File: src/rtl/u8s_pkg.sv
package u8s_pkg;

    localparam int unsigned BYTE_W   = 8;
    localparam int unsigned QUEUE_D  = 4;
    localparam int unsigned REPL_LEN = 3;

    localparam logic [BYTE_W-1:0] REPL_B0 = 8'hEF;
    localparam logic [BYTE_W-1:0] REPL_B1 = 8'hBF;
    localparam logic [BYTE_W-1:0] REPL_B2 = 8'hBD;

    localparam logic [BYTE_W-1:0] MIN_LEAD2 = 8'hC2;
    localparam logic [15:0] MIN_CODE3  = 16'h0800;
    localparam logic [15:0] SURR_LO    = 16'hD800;
    localparam logic [15:0] SURR_HI    = 16'hDFFF;
    localparam logic [20:0] MIN_CODE4  = 21'h010000;
    localparam logic [20:0] MAX_CODE   = 21'h10FFFF;

    typedef enum logic [1:0] {
        ST_IDLE,
        ST_EVAL,
        ST_EMIT
    } t_state;

    function automatic logic [2:0] seq_len(input logic [BYTE_W-1:0] lead);
        logic [2:0] len;
        len = 3'd0;
        if (lead[7] == 1'b0) begin
            len = 3'd1;
        end else if (lead[7:5] == 3'b110) begin
            len = 3'd2;
        end else if (lead[7:4] == 4'b1110) begin
            len = 3'd3;
        end else if (lead[7:3] == 5'b11110) begin
            len = 3'd4;
        end
        return len;
    endfunction

    function automatic logic [BYTE_W-1:0] repl_byte(input logic [1:0] k);
        logic [BYTE_W-1:0] b;
        case (k)
            2'd0:    b = REPL_B0;
            2'd1:    b = REPL_B1;
            default: b = REPL_B2;
        endcase
        return b;
    endfunction

endpackage

File: src/rtl/utf8_sanitizer_core.sv
// UTF-8 sanitizer. Bytes enter on the s_ stream, one per request, with s_tlast on the final
// byte of a text. Well-formed, minimally encoded sequences leave on the m_ stream unchanged;
// each byte that cannot start a valid sequence leaves as EF BF BD. m_tlast marks the final
// output byte caused by one input byte and m_tuser marks that byte when the input ended a
// text. Bytes of an incomplete sequence are held (no output) until the sequence resolves.
// Steps: the byte is taken, then each resolved lead gets an evaluation step and each output
// byte an emit step, and a closing evaluation ends the input; an input that only gets held
// goes from taking straight to the closing evaluation. A single evaluate-and-shift unit over
// a four-byte queue is reused for every step, and s_tready stays low until the closing step.
// Output back-pressure stretches the emit and closing steps.
module utf8_sanitizer_core (
    input  logic       i_clk,
    input  logic       i_rst_n,
    input  logic       s_tvalid,
    output logic       s_tready,
    input  logic [7:0] s_tdata,    // [7:0] in_byte
    input  logic       s_tlast,
    output logic       m_tvalid,
    input  logic       m_tready,
    output logic [7:0] m_tdata,    // [7:0] out_byte
    output logic       m_tlast,
    output logic       m_tuser     // [0] text_done
);

    u8s_pkg::t_state r_state, n_state;

    logic [7:0] r_q [u8s_pkg::QUEUE_D];
    logic [7:0] n_shift [u8s_pkg::QUEUE_D];
    logic [2:0] r_n;
    logic       r_end;
    logic       r_rep, n_rep;
    logic [2:0] r_cnt, n_cnt;
    logic [2:0] r_drop, n_drop;
    logic [1:0] r_k;
    logic [7:0] r_pend;
    logic       r_pv;
    logic       r_ovalid;
    logic [7:0] r_obyte;
    logic       r_olast;
    logic       r_odone;

    logic [2:0]  c_len;
    logic [2:0]  c_have;
    logic        c_cont_fail;
    logic        c_incomplete;
    logic        c_range_ok;
    logic        c_hold;
    logic        c_bad;
    logic [15:0] c_code3;
    logic [20:0] c_code4;
    logic        c_out_free;
    logic        c_emit_go;
    logic        c_emit_last;
    logic        c_finish;
    logic        c_start;
    logic [7:0]  c_emit_byte;
    logic [2:0]  c_sidx [u8s_pkg::QUEUE_D];

    // evaluate the queue head
    always_comb begin
        c_len        = u8s_pkg::seq_len(r_q[0]);
        c_have       = (r_n < c_len) ? r_n : c_len;
        c_cont_fail  = 1'b0;
        for (int i = 1; i < u8s_pkg::QUEUE_D; i++) begin
            if ((3'(i) < c_have) && (r_q[i][7:6] != 2'b10)) begin
                c_cont_fail = 1'b1;
            end
        end
        c_incomplete = (r_n < c_len);
        c_code3      = {r_q[0][3:0], r_q[1][5:0], r_q[2][5:0]};
        c_code4      = {r_q[0][2:0], r_q[1][5:0], r_q[2][5:0], r_q[3][5:0]};
        case (c_len)
            3'd1:    c_range_ok = 1'b1;
            3'd2:    c_range_ok = (r_q[0] >= u8s_pkg::MIN_LEAD2);
            3'd3:    c_range_ok = (c_code3 >= u8s_pkg::MIN_CODE3)
                                  && ((c_code3 < u8s_pkg::SURR_LO)
                                      || (c_code3 > u8s_pkg::SURR_HI));
            3'd4:    c_range_ok = (c_code4 >= u8s_pkg::MIN_CODE4)
                                  && (c_code4 <= u8s_pkg::MAX_CODE);
            default: c_range_ok = 1'b0;
        endcase
        c_hold = 1'b0;
        if (c_len == 3'd0 || c_cont_fail) begin
            c_bad = 1'b1;
        end else if (c_incomplete) begin
            c_bad  = r_end;
            c_hold = !r_end;
        end else begin
            c_bad = !c_range_ok;
        end
        n_rep  = c_bad;
        n_cnt  = c_bad ? 3'(u8s_pkg::REPL_LEN) : c_len;
        n_drop = c_bad ? 3'd1 : c_len;
    end

    // drop consumed bytes from the queue front
    always_comb begin
        for (int i = 0; i < u8s_pkg::QUEUE_D; i++) begin
            c_sidx[i]  = 3'(i) + r_drop;
            n_shift[i] = (c_sidx[i] < 3'(u8s_pkg::QUEUE_D)) ? r_q[c_sidx[i][1:0]] : 8'h00;
        end
    end

    // step control
    always_comb begin
        c_out_free  = !r_ovalid || m_tready;
        c_emit_byte = r_rep ? u8s_pkg::repl_byte(r_k) : r_q[r_k];
        c_emit_go   = (r_state == u8s_pkg::ST_EMIT) && (!r_pv || c_out_free);
        c_emit_last = c_emit_go && (3'(r_k) + 3'd1 == r_cnt);
        c_finish    = (r_state == u8s_pkg::ST_EVAL) && ((r_n == 3'd0) || c_hold)
                      && (!r_pv || c_out_free);
        c_start     = (r_state == u8s_pkg::ST_EVAL) && (r_n != 3'd0) && !c_hold;
        s_tready    = (r_state == u8s_pkg::ST_IDLE);
    end

    always_comb begin
        n_state = r_state;
        case (r_state)
            u8s_pkg::ST_IDLE: begin
                if (s_tvalid) begin
                    n_state = u8s_pkg::ST_EVAL;
                end
            end
            u8s_pkg::ST_EVAL: begin
                if (c_finish) begin
                    n_state = u8s_pkg::ST_IDLE;
                end else if (c_start) begin
                    n_state = u8s_pkg::ST_EMIT;
                end
            end
            u8s_pkg::ST_EMIT: begin
                if (c_emit_last) begin
                    n_state = u8s_pkg::ST_EVAL;
                end
            end
            default: n_state = u8s_pkg::ST_IDLE;
        endcase
    end

    always_ff @(posedge i_clk) begin
        if (!i_rst_n) begin
            r_state  <= u8s_pkg::ST_IDLE;
            r_n      <= 3'd0;
            r_pv     <= 1'b0;
            r_ovalid <= 1'b0;
            r_k      <= 2'd0;
            for (int i = 0; i < u8s_pkg::QUEUE_D; i++) begin
                r_q[i] <= 8'h00;
            end
        end else begin
            r_state <= n_state;
            if (s_tvalid && s_tready) begin
                r_q[r_n[1:0]] <= s_tdata;
                r_n           <= r_n + 3'd1;
                r_end         <= s_tlast;
            end
            if (c_start) begin
                r_rep  <= n_rep;
                r_cnt  <= n_cnt;
                r_drop <= n_drop;
                r_k    <= 2'd0;
            end
            if (c_emit_go) begin
                r_k    <= r_k + 2'd1;
                r_pend <= c_emit_byte;
                r_pv   <= 1'b1;
            end
            if (c_emit_last) begin
                r_q <= n_shift;
                r_n <= r_n - r_drop;
            end
            if (c_finish) begin
                r_pv <= 1'b0;
            end
            if ((c_emit_go || c_finish) && r_pv) begin
                r_ovalid <= 1'b1;
                r_obyte  <= r_pend;
                r_olast  <= c_finish;
                r_odone  <= c_finish && r_end;
            end else if (m_tready) begin
                r_ovalid <= 1'b0;
            end
        end
    end

    assign m_tvalid = r_ovalid;
    assign m_tdata  = r_obyte;
    assign m_tlast  = r_olast;
    assign m_tuser  = r_odone;

`ifndef SYNTHESIS
    a_idle_no_pending: assert property (@(posedge i_clk) disable iff (!i_rst_n)
        s_tready |-> !r_pv)
        else $error("pending byte left over while idle");

    a_idle_held_limit: assert property (@(posedge i_clk) disable iff (!i_rst_n)
        s_tready |-> (r_n <= 3'd3))
        else $error("more than three bytes held while idle");

    a_accept_to_eval: assert property (@(posedge i_clk) disable iff (!i_rst_n)
        (s_tvalid && s_tready) |=> (r_state == u8s_pkg::ST_EVAL))
        else $error("accepted byte not evaluated");

    a_drop_fits: assert property (@(posedge i_clk) disable iff (!i_rst_n)
        c_emit_last |-> (r_drop <= r_n))
        else $error("drop beyond queue fill");

    a_done_is_last: assert property (@(posedge i_clk) disable iff (!i_rst_n)
        (m_tvalid && m_tuser) |-> m_tlast)
        else $error("text end flag on a non-final byte");
`endif

endmodule
File: config.mk
export PLATFORM = sky130hd
export DESIGN_NAME = utf8_sanitizer_core
export DESIGN_NICKNAME = d
export VERILOG_FILES = /design/src/rtl/u8s_pkg.sv /design/src/rtl/utf8_sanitizer_core.sv
export SDC_FILE = /design/constraint.sdc
export NUM_CORES = 1
export LEC_CHECK = 0
export BUFFER_PORTS_ARGS = -buffer_cell sky130_fd_sc_hd__buf_4
export CORE_UTILIZATION = 40
export CTS_CLUSTER_SIZE = 30
export DETAILED_ROUTE_END_ITERATION = 10
export PLACE_DENSITY = 0.56
export SETUP_SLACK_MARGIN = 0.4
export SYNTH_ARGS = -nofsm -noshare
export SYNTH_HDL_FRONTEND = slang
export SYNTH_SLANG_ARGS = --single-unit
export TNS_END_PERCENT = 20
File: constraint.sdc
create_clock -name i_clk -period 5.5 [get_ports i_clk]
set_input_delay 1.65 -clock i_clk [delete_from_list [all_inputs] [get_ports i_clk]]
set_output_delay 1.65 -clock i_clk [all_outputs]
set_load 0.005 [all_outputs]
### Word-level counts from Yosys, hierarchy flattened

Cells that the tools add are included.

* reduce and logical (&&, ||, !) cells: 40
* mux-type cells: 50
* $lt $le $gt $ge: 21
* equal/unequal tests: 17
* bitwise operators: 7
* $add $sub $neg: 7

Operator list (count)
* 2-to-1 mux 8 bit: 16
* binary-select mux 8 bit (select 2 bit): 5
* 2-to-1 mux 32 bit: 2
* bitwise mux 32 bit: 1
* >= comparator 21 x 17 -> 1 bit (second input constant): 1
* <= comparator 21 bit (second input constant): 1
* 2-to-1 mux 3 bit: 7
* >= comparator 3 bit (second input constant): 6
* NOT 2 -> 3 bit: 6
* demux 8 bit (select 2 bit): 1
* >= comparator 16 x 12 -> 1 bit (second input constant): 1
* > comparator 16 bit (second input constant): 1
* less-than comparator 16 bit (second input constant): 1
* logical AND 1 bit: 15
* one-hot mux 7 bit (2 select lines): 1
* less-than comparator 3 bit (second input constant): 4
* 2-to-1 mux 2 bit: 6
* != test 2 bit (second input constant): 5
* 2-to-1 mux 1 bit: 9
* >= comparator 8 bit (second input constant): 1
* AND reduction 2 bit: 4
* adder 2 x 3 -> 3 bit (first input constant): 2
* == test 3 x 2 -> 1 bit (second input constant): 2
* == test 3 bit (second input constant): 2
* 27 further kinds: 42

* output and inout bits: 12
* register bits after elaboration: 67
* input port bits: 13
* word-level logic and storage cells: 159

### Longest topological paths before layout

* depth in word-level cells: 20
* mapped depth: 15
* gate-level depth less buffers: 13

### Worst setup path after synthesis

No wires, ideal clock.

* path type: in2reg
* start point: input m_tready
* end point: register r_n[2]
* path buffers: 1
* cell stages on the path: 12
* data required time: 5.385 ns
* data arrival time: 3.453 ns
* path slack: 1.932 ns
* setup time: 0.115 ns
* path through: and3b_1 or2_1 nor2_1 buf_2 nand2_1 ha_1 inv_1 fa_1 xnor2_1 a32oi_1 xnor2_1 and2_1

* word-level cells in the longest chain between the ends: 5
* elaborated cells on any way between the ends: 6
* those cells by class: 1 x mux; 5 x reduce/logical

Ends and longest elaborated chain
* start: declaration: line utf8_sanitizer_core.sv:19 `input logic m_tready,`
* logical OR 1 bit *: line utf8_sanitizer_core.sv:106 `c_out_free = !r_ovalid || m_tready;`
* logical OR 1 bit *: line utf8_sanitizer_core.sv:108 `c_emit_go = (r_state == u8s_pkg::ST_EMIT) && (!r_pv || c_out_free);`
* logical AND 1 bit *: line utf8_sanitizer_core.sv:108
* logical AND 1 bit *: line utf8_sanitizer_core.sv:109 `c_emit_last = c_emit_go && (3'(r_k) + 3'd1 == r_cnt);`
* 2-to-1 mux 3 bit or nonzero test 2 bit (tied branches)
* end signal: assignment: line utf8_sanitizer_core.sv:154 `r_n <= r_n + 3'd1;`
* end signal: assignment: line utf8_sanitizer_core.sv:170 `r_n <= r_n - r_drop;`
* end: declaration: line utf8_sanitizer_core.sv:29 `logic [2:0] r_n;`

Every way passes the cells marked *; elsewhere a longest branch is shown, timed or not.
A chain may end at the register's enable or synchronous reset.

### Final worst setup path

Ends and elaborated chain as after synthesis.

==> run summary <==
Crit Path Max Fanout - 48
Number of I/O pins - 25
Fin cells - 557
Clock Tree Buf Depth - 2
Reg clk slew, reported paths - 0.08 ns
Hold Path Stages - 0
Yosys top cell area share - 19.3%
Final antenna diode count - 0
GRT Overall Usage - 20.5%
Status - finished, final reports clean
CP arrival - 3.86 ns
Fin Setup TNS - 0 ns
Post-Syn Nets - 431
Vias in the first global route - 3,136
Sequential area share after synthesis - 36.2%
Reg2Reg Launch Point - r_k[0]
P&R area growth vs syn - 11.3%
Most frequent cells in the layout - dfxtp_1, o21ai_0, mux2i_1
Flop pwr share - 44.3%
Synth top area cells - dfxtp_1, edfxtp_1, mux4_2
Fin. max-slew vios - 0
Commonest non-fill, non-tap cell in the layout - dfxtp_1
Net switching power - 342 uW
Post-synth top area cell - dfxtp_1
Via count - 3,425
First-pass GRT wire length - 17.5 mm
Dpl cells - 541
Fin Hold WS - 0.422 ns
PostCTS Resize Cnt - 0
FP Rows - 37
Gate Count Post-Synth - 407
Setup violators final - 0
Critical Path RT - 5.75 ns
Remaining global-route overflow - 0
Initial antenna violation count - 0
Placed cell area - 4490 um2
Setup bufs post-CTS - 0
Hold WC Path Type - reg -> reg
YS warnings - 0
Sw frac - 27.4%
Number of synthesized flops with an enable pin - 24
Drt pass-1 iters - 5
Tmin final - 3.62 ns
Max-Cap Viols - 0
Final RePlAce weighted congestion - 0.824
R2R Path End - r_n[2]
Vias per cell - 6.15
Hold buffers post-CTS - 0
DRT iter0 DRCs - 309
Worst setup SP type - input pin
CP Capture Point - r_n[2]
Crit-path max cell delay - 0.45 ns
Skew final - 0.0113 ns
Worst-skew pair later-pin latency - 0.36 ns
Hpwl dp - 7.01 mm
Final hold viol count - 0
Die area - 11,100 um2
Die width - 105 um
Design area - 4740 um2
Pin count of the biggest net entering global routing - 49
Flops & latches, synth - 65
Register-to-register setup slack - 1.98 ns
Crit-path slowest cell - fa_1
Num CTS Buffers - 9
CP Class - in -> reg
Total wire length - 11.0 mm
Cell internal power dissipation - 905 uW
FFs w/ async S/R, synth - 0%
Worst rel slew slack - 33.6%
Root Buffer - clkbuf_8
CTS tree - done
Chip height - 105 um
Crit path capture type - flop
Max Freq - 0.277 GHz
Layout net count - 440
Comb pwr share - 13.2%
Fin crit share - 65.7%
Cell variety after synth - 67
Cells along the critical path - buf_4 > and3b_1 > nor2_2 > nand2_1 > buf_4 > nor2_1 > fa_1 > xnor2_1 > a32oi_1 > xnor2_1 > and2_1
CP startpoint - m_tready
Drt drc - 0
Post-DRT Antenna Nets - 0
Actual slew at the worst max-slew pin - 0.990 ns
Max H-tree Level - 3
Area of the core - 10,300 um2
Post-synth design cell area - 4260 um2
Syn Area/Cell - 10.5 um2
Max IR drop VDD - 0.000170 V
Pwr dens - 263 nW/um2
Leak Pwr - 1.98 nW
Clock share of power - 42.5%
R2R cell count - 12
Sinks on Clock Net - 65
PortBufs - 24
Initial Utilization - 41.2%
RSZ-0062 raised after global routing - no
Fraction of layout cells with a size suffix above 1 - 20.0%
Synth Flop Type - dfxtp_1
Routed length per placed instance - 19.7 um
## routing by layer
layer / GRT usage (%) / part of all wire, %
met4: 7.34 / 2.3
met1: 27.8 / 44
met3: 4.49 / 5.8
met5: 0 / 0
met2: 32.3 / 48
## area by class of cell
type / instances / area (um2)
Clock buffer: 9 / 124
Sequential cell: 65 / 1540
Clock inverter: 7 / 125
Multi-Input combinational cell: 303 / 2530
Tap cell: 136 / 170
Inverter: 9 / 35.0
Fill cell: 965 / 5590
Timing Repair Buffer: 28 / 210
## cells in the mapped netlist, types with 4 or more instances
| master | n |
|---|---|
| dfxtp_1 | 41 |
| o21ai_0 | 34 |
| mux2i_1 | 32 |
| nand2_1 | 29 |
| edfxtp_1 | 24 |
| nand3_1 | 21 |
| mux4_2 | 19 |
| o211a_1 | 17 |
| a21oi_1 | 16 |
| and2_1 | 13 |
| clkbuf_1 | 12 |
| buf_2 | 11 |
| nor2_1 | 11 |
| ha_1 | 10 |
| a211oi_1 | 9 |
| o22ai_1 | 8 |
| inv_1 | 7 |
| or2_2 | 7 |
| nor2b_1 | 6 |
| xnor2_1 | 6 |
| mux4_1 | 5 |
| nand2b_1 | 5 |
| buf_4 | 4 |
## worst min-delay path by stage
stage,start,endpoint,slack [ns]
2_1_floorplan,r_pend[0],m_tdata[0],0.40
3_3_place_gp,r_pend[4],m_tdata[4],0.40
3_5_place_dp,r_pend[1],m_tdata[1],0.41
4_1_cts,r_pend[1],m_tdata[1],0.42
5_1_grt,r_pend[1],m_tdata[1],0.43
6_report,r_pend[4],m_tdata[4],0.42
## state kept, by name, indices dropped and copies added, names as in the netlist
register	cells
r_end	1
c_code4	6
r_rep	1
m_tlast	1
m_tdata	8
r_n	3
r_drop	1
r_cnt	3
r_pv	1
m_tvalid	1
r_state	2
m_tuser	1
c_code3	16
r_q	10
r_pend	8
r_k	2
## cells by family (layout without fill, tap and decap cells)
logic type	count (synthesis)	after routing	synth area share [%]
compound gates	107	107	17.8
xor+xnor	8	8	1.65
fa+ha+maj	11	11	3.41
buf+inv	39	53	4.35
flops	65	65	36.2
mux	56	56	20.7
simple gates	121	121	15.9
## per-stage QoR
stage	util [%]	setup WS, ns	power (mW)
after floorplan	-	1.93	0.678
after global placement	43.5	1.57	0.722
after detailed placement	43.5	1.53	0.725
after CTS	45.9	1.90	1.25
after global routing	45.9	1.71	1.29
final	45.9	1.88	1.25
## power by group through the flow
stage | clock network (mW) | logic (mW) | registers [mW]
global placement | 0 | 0.161 | 0.561
global route | 0.554 | 0.182 | 0.555
finish | 0.530 | 0.165 | 0.552
detailed placement | 0 | 0.163 | 0.562
floorplan | 0 | 0.136 | 0.543
CTS | 0.536 | 0.164 | 0.551
## critical path: cells and delay by family
kind	cells	cell delay, ns
fa+ha+maj	1	0.45
simple gates	5	0.74
buf+inv	2	0.52
xor+xnor	2	0.23
compound gates	1	0.25
No activity file was read; power rests on OpenSTA's default activity.
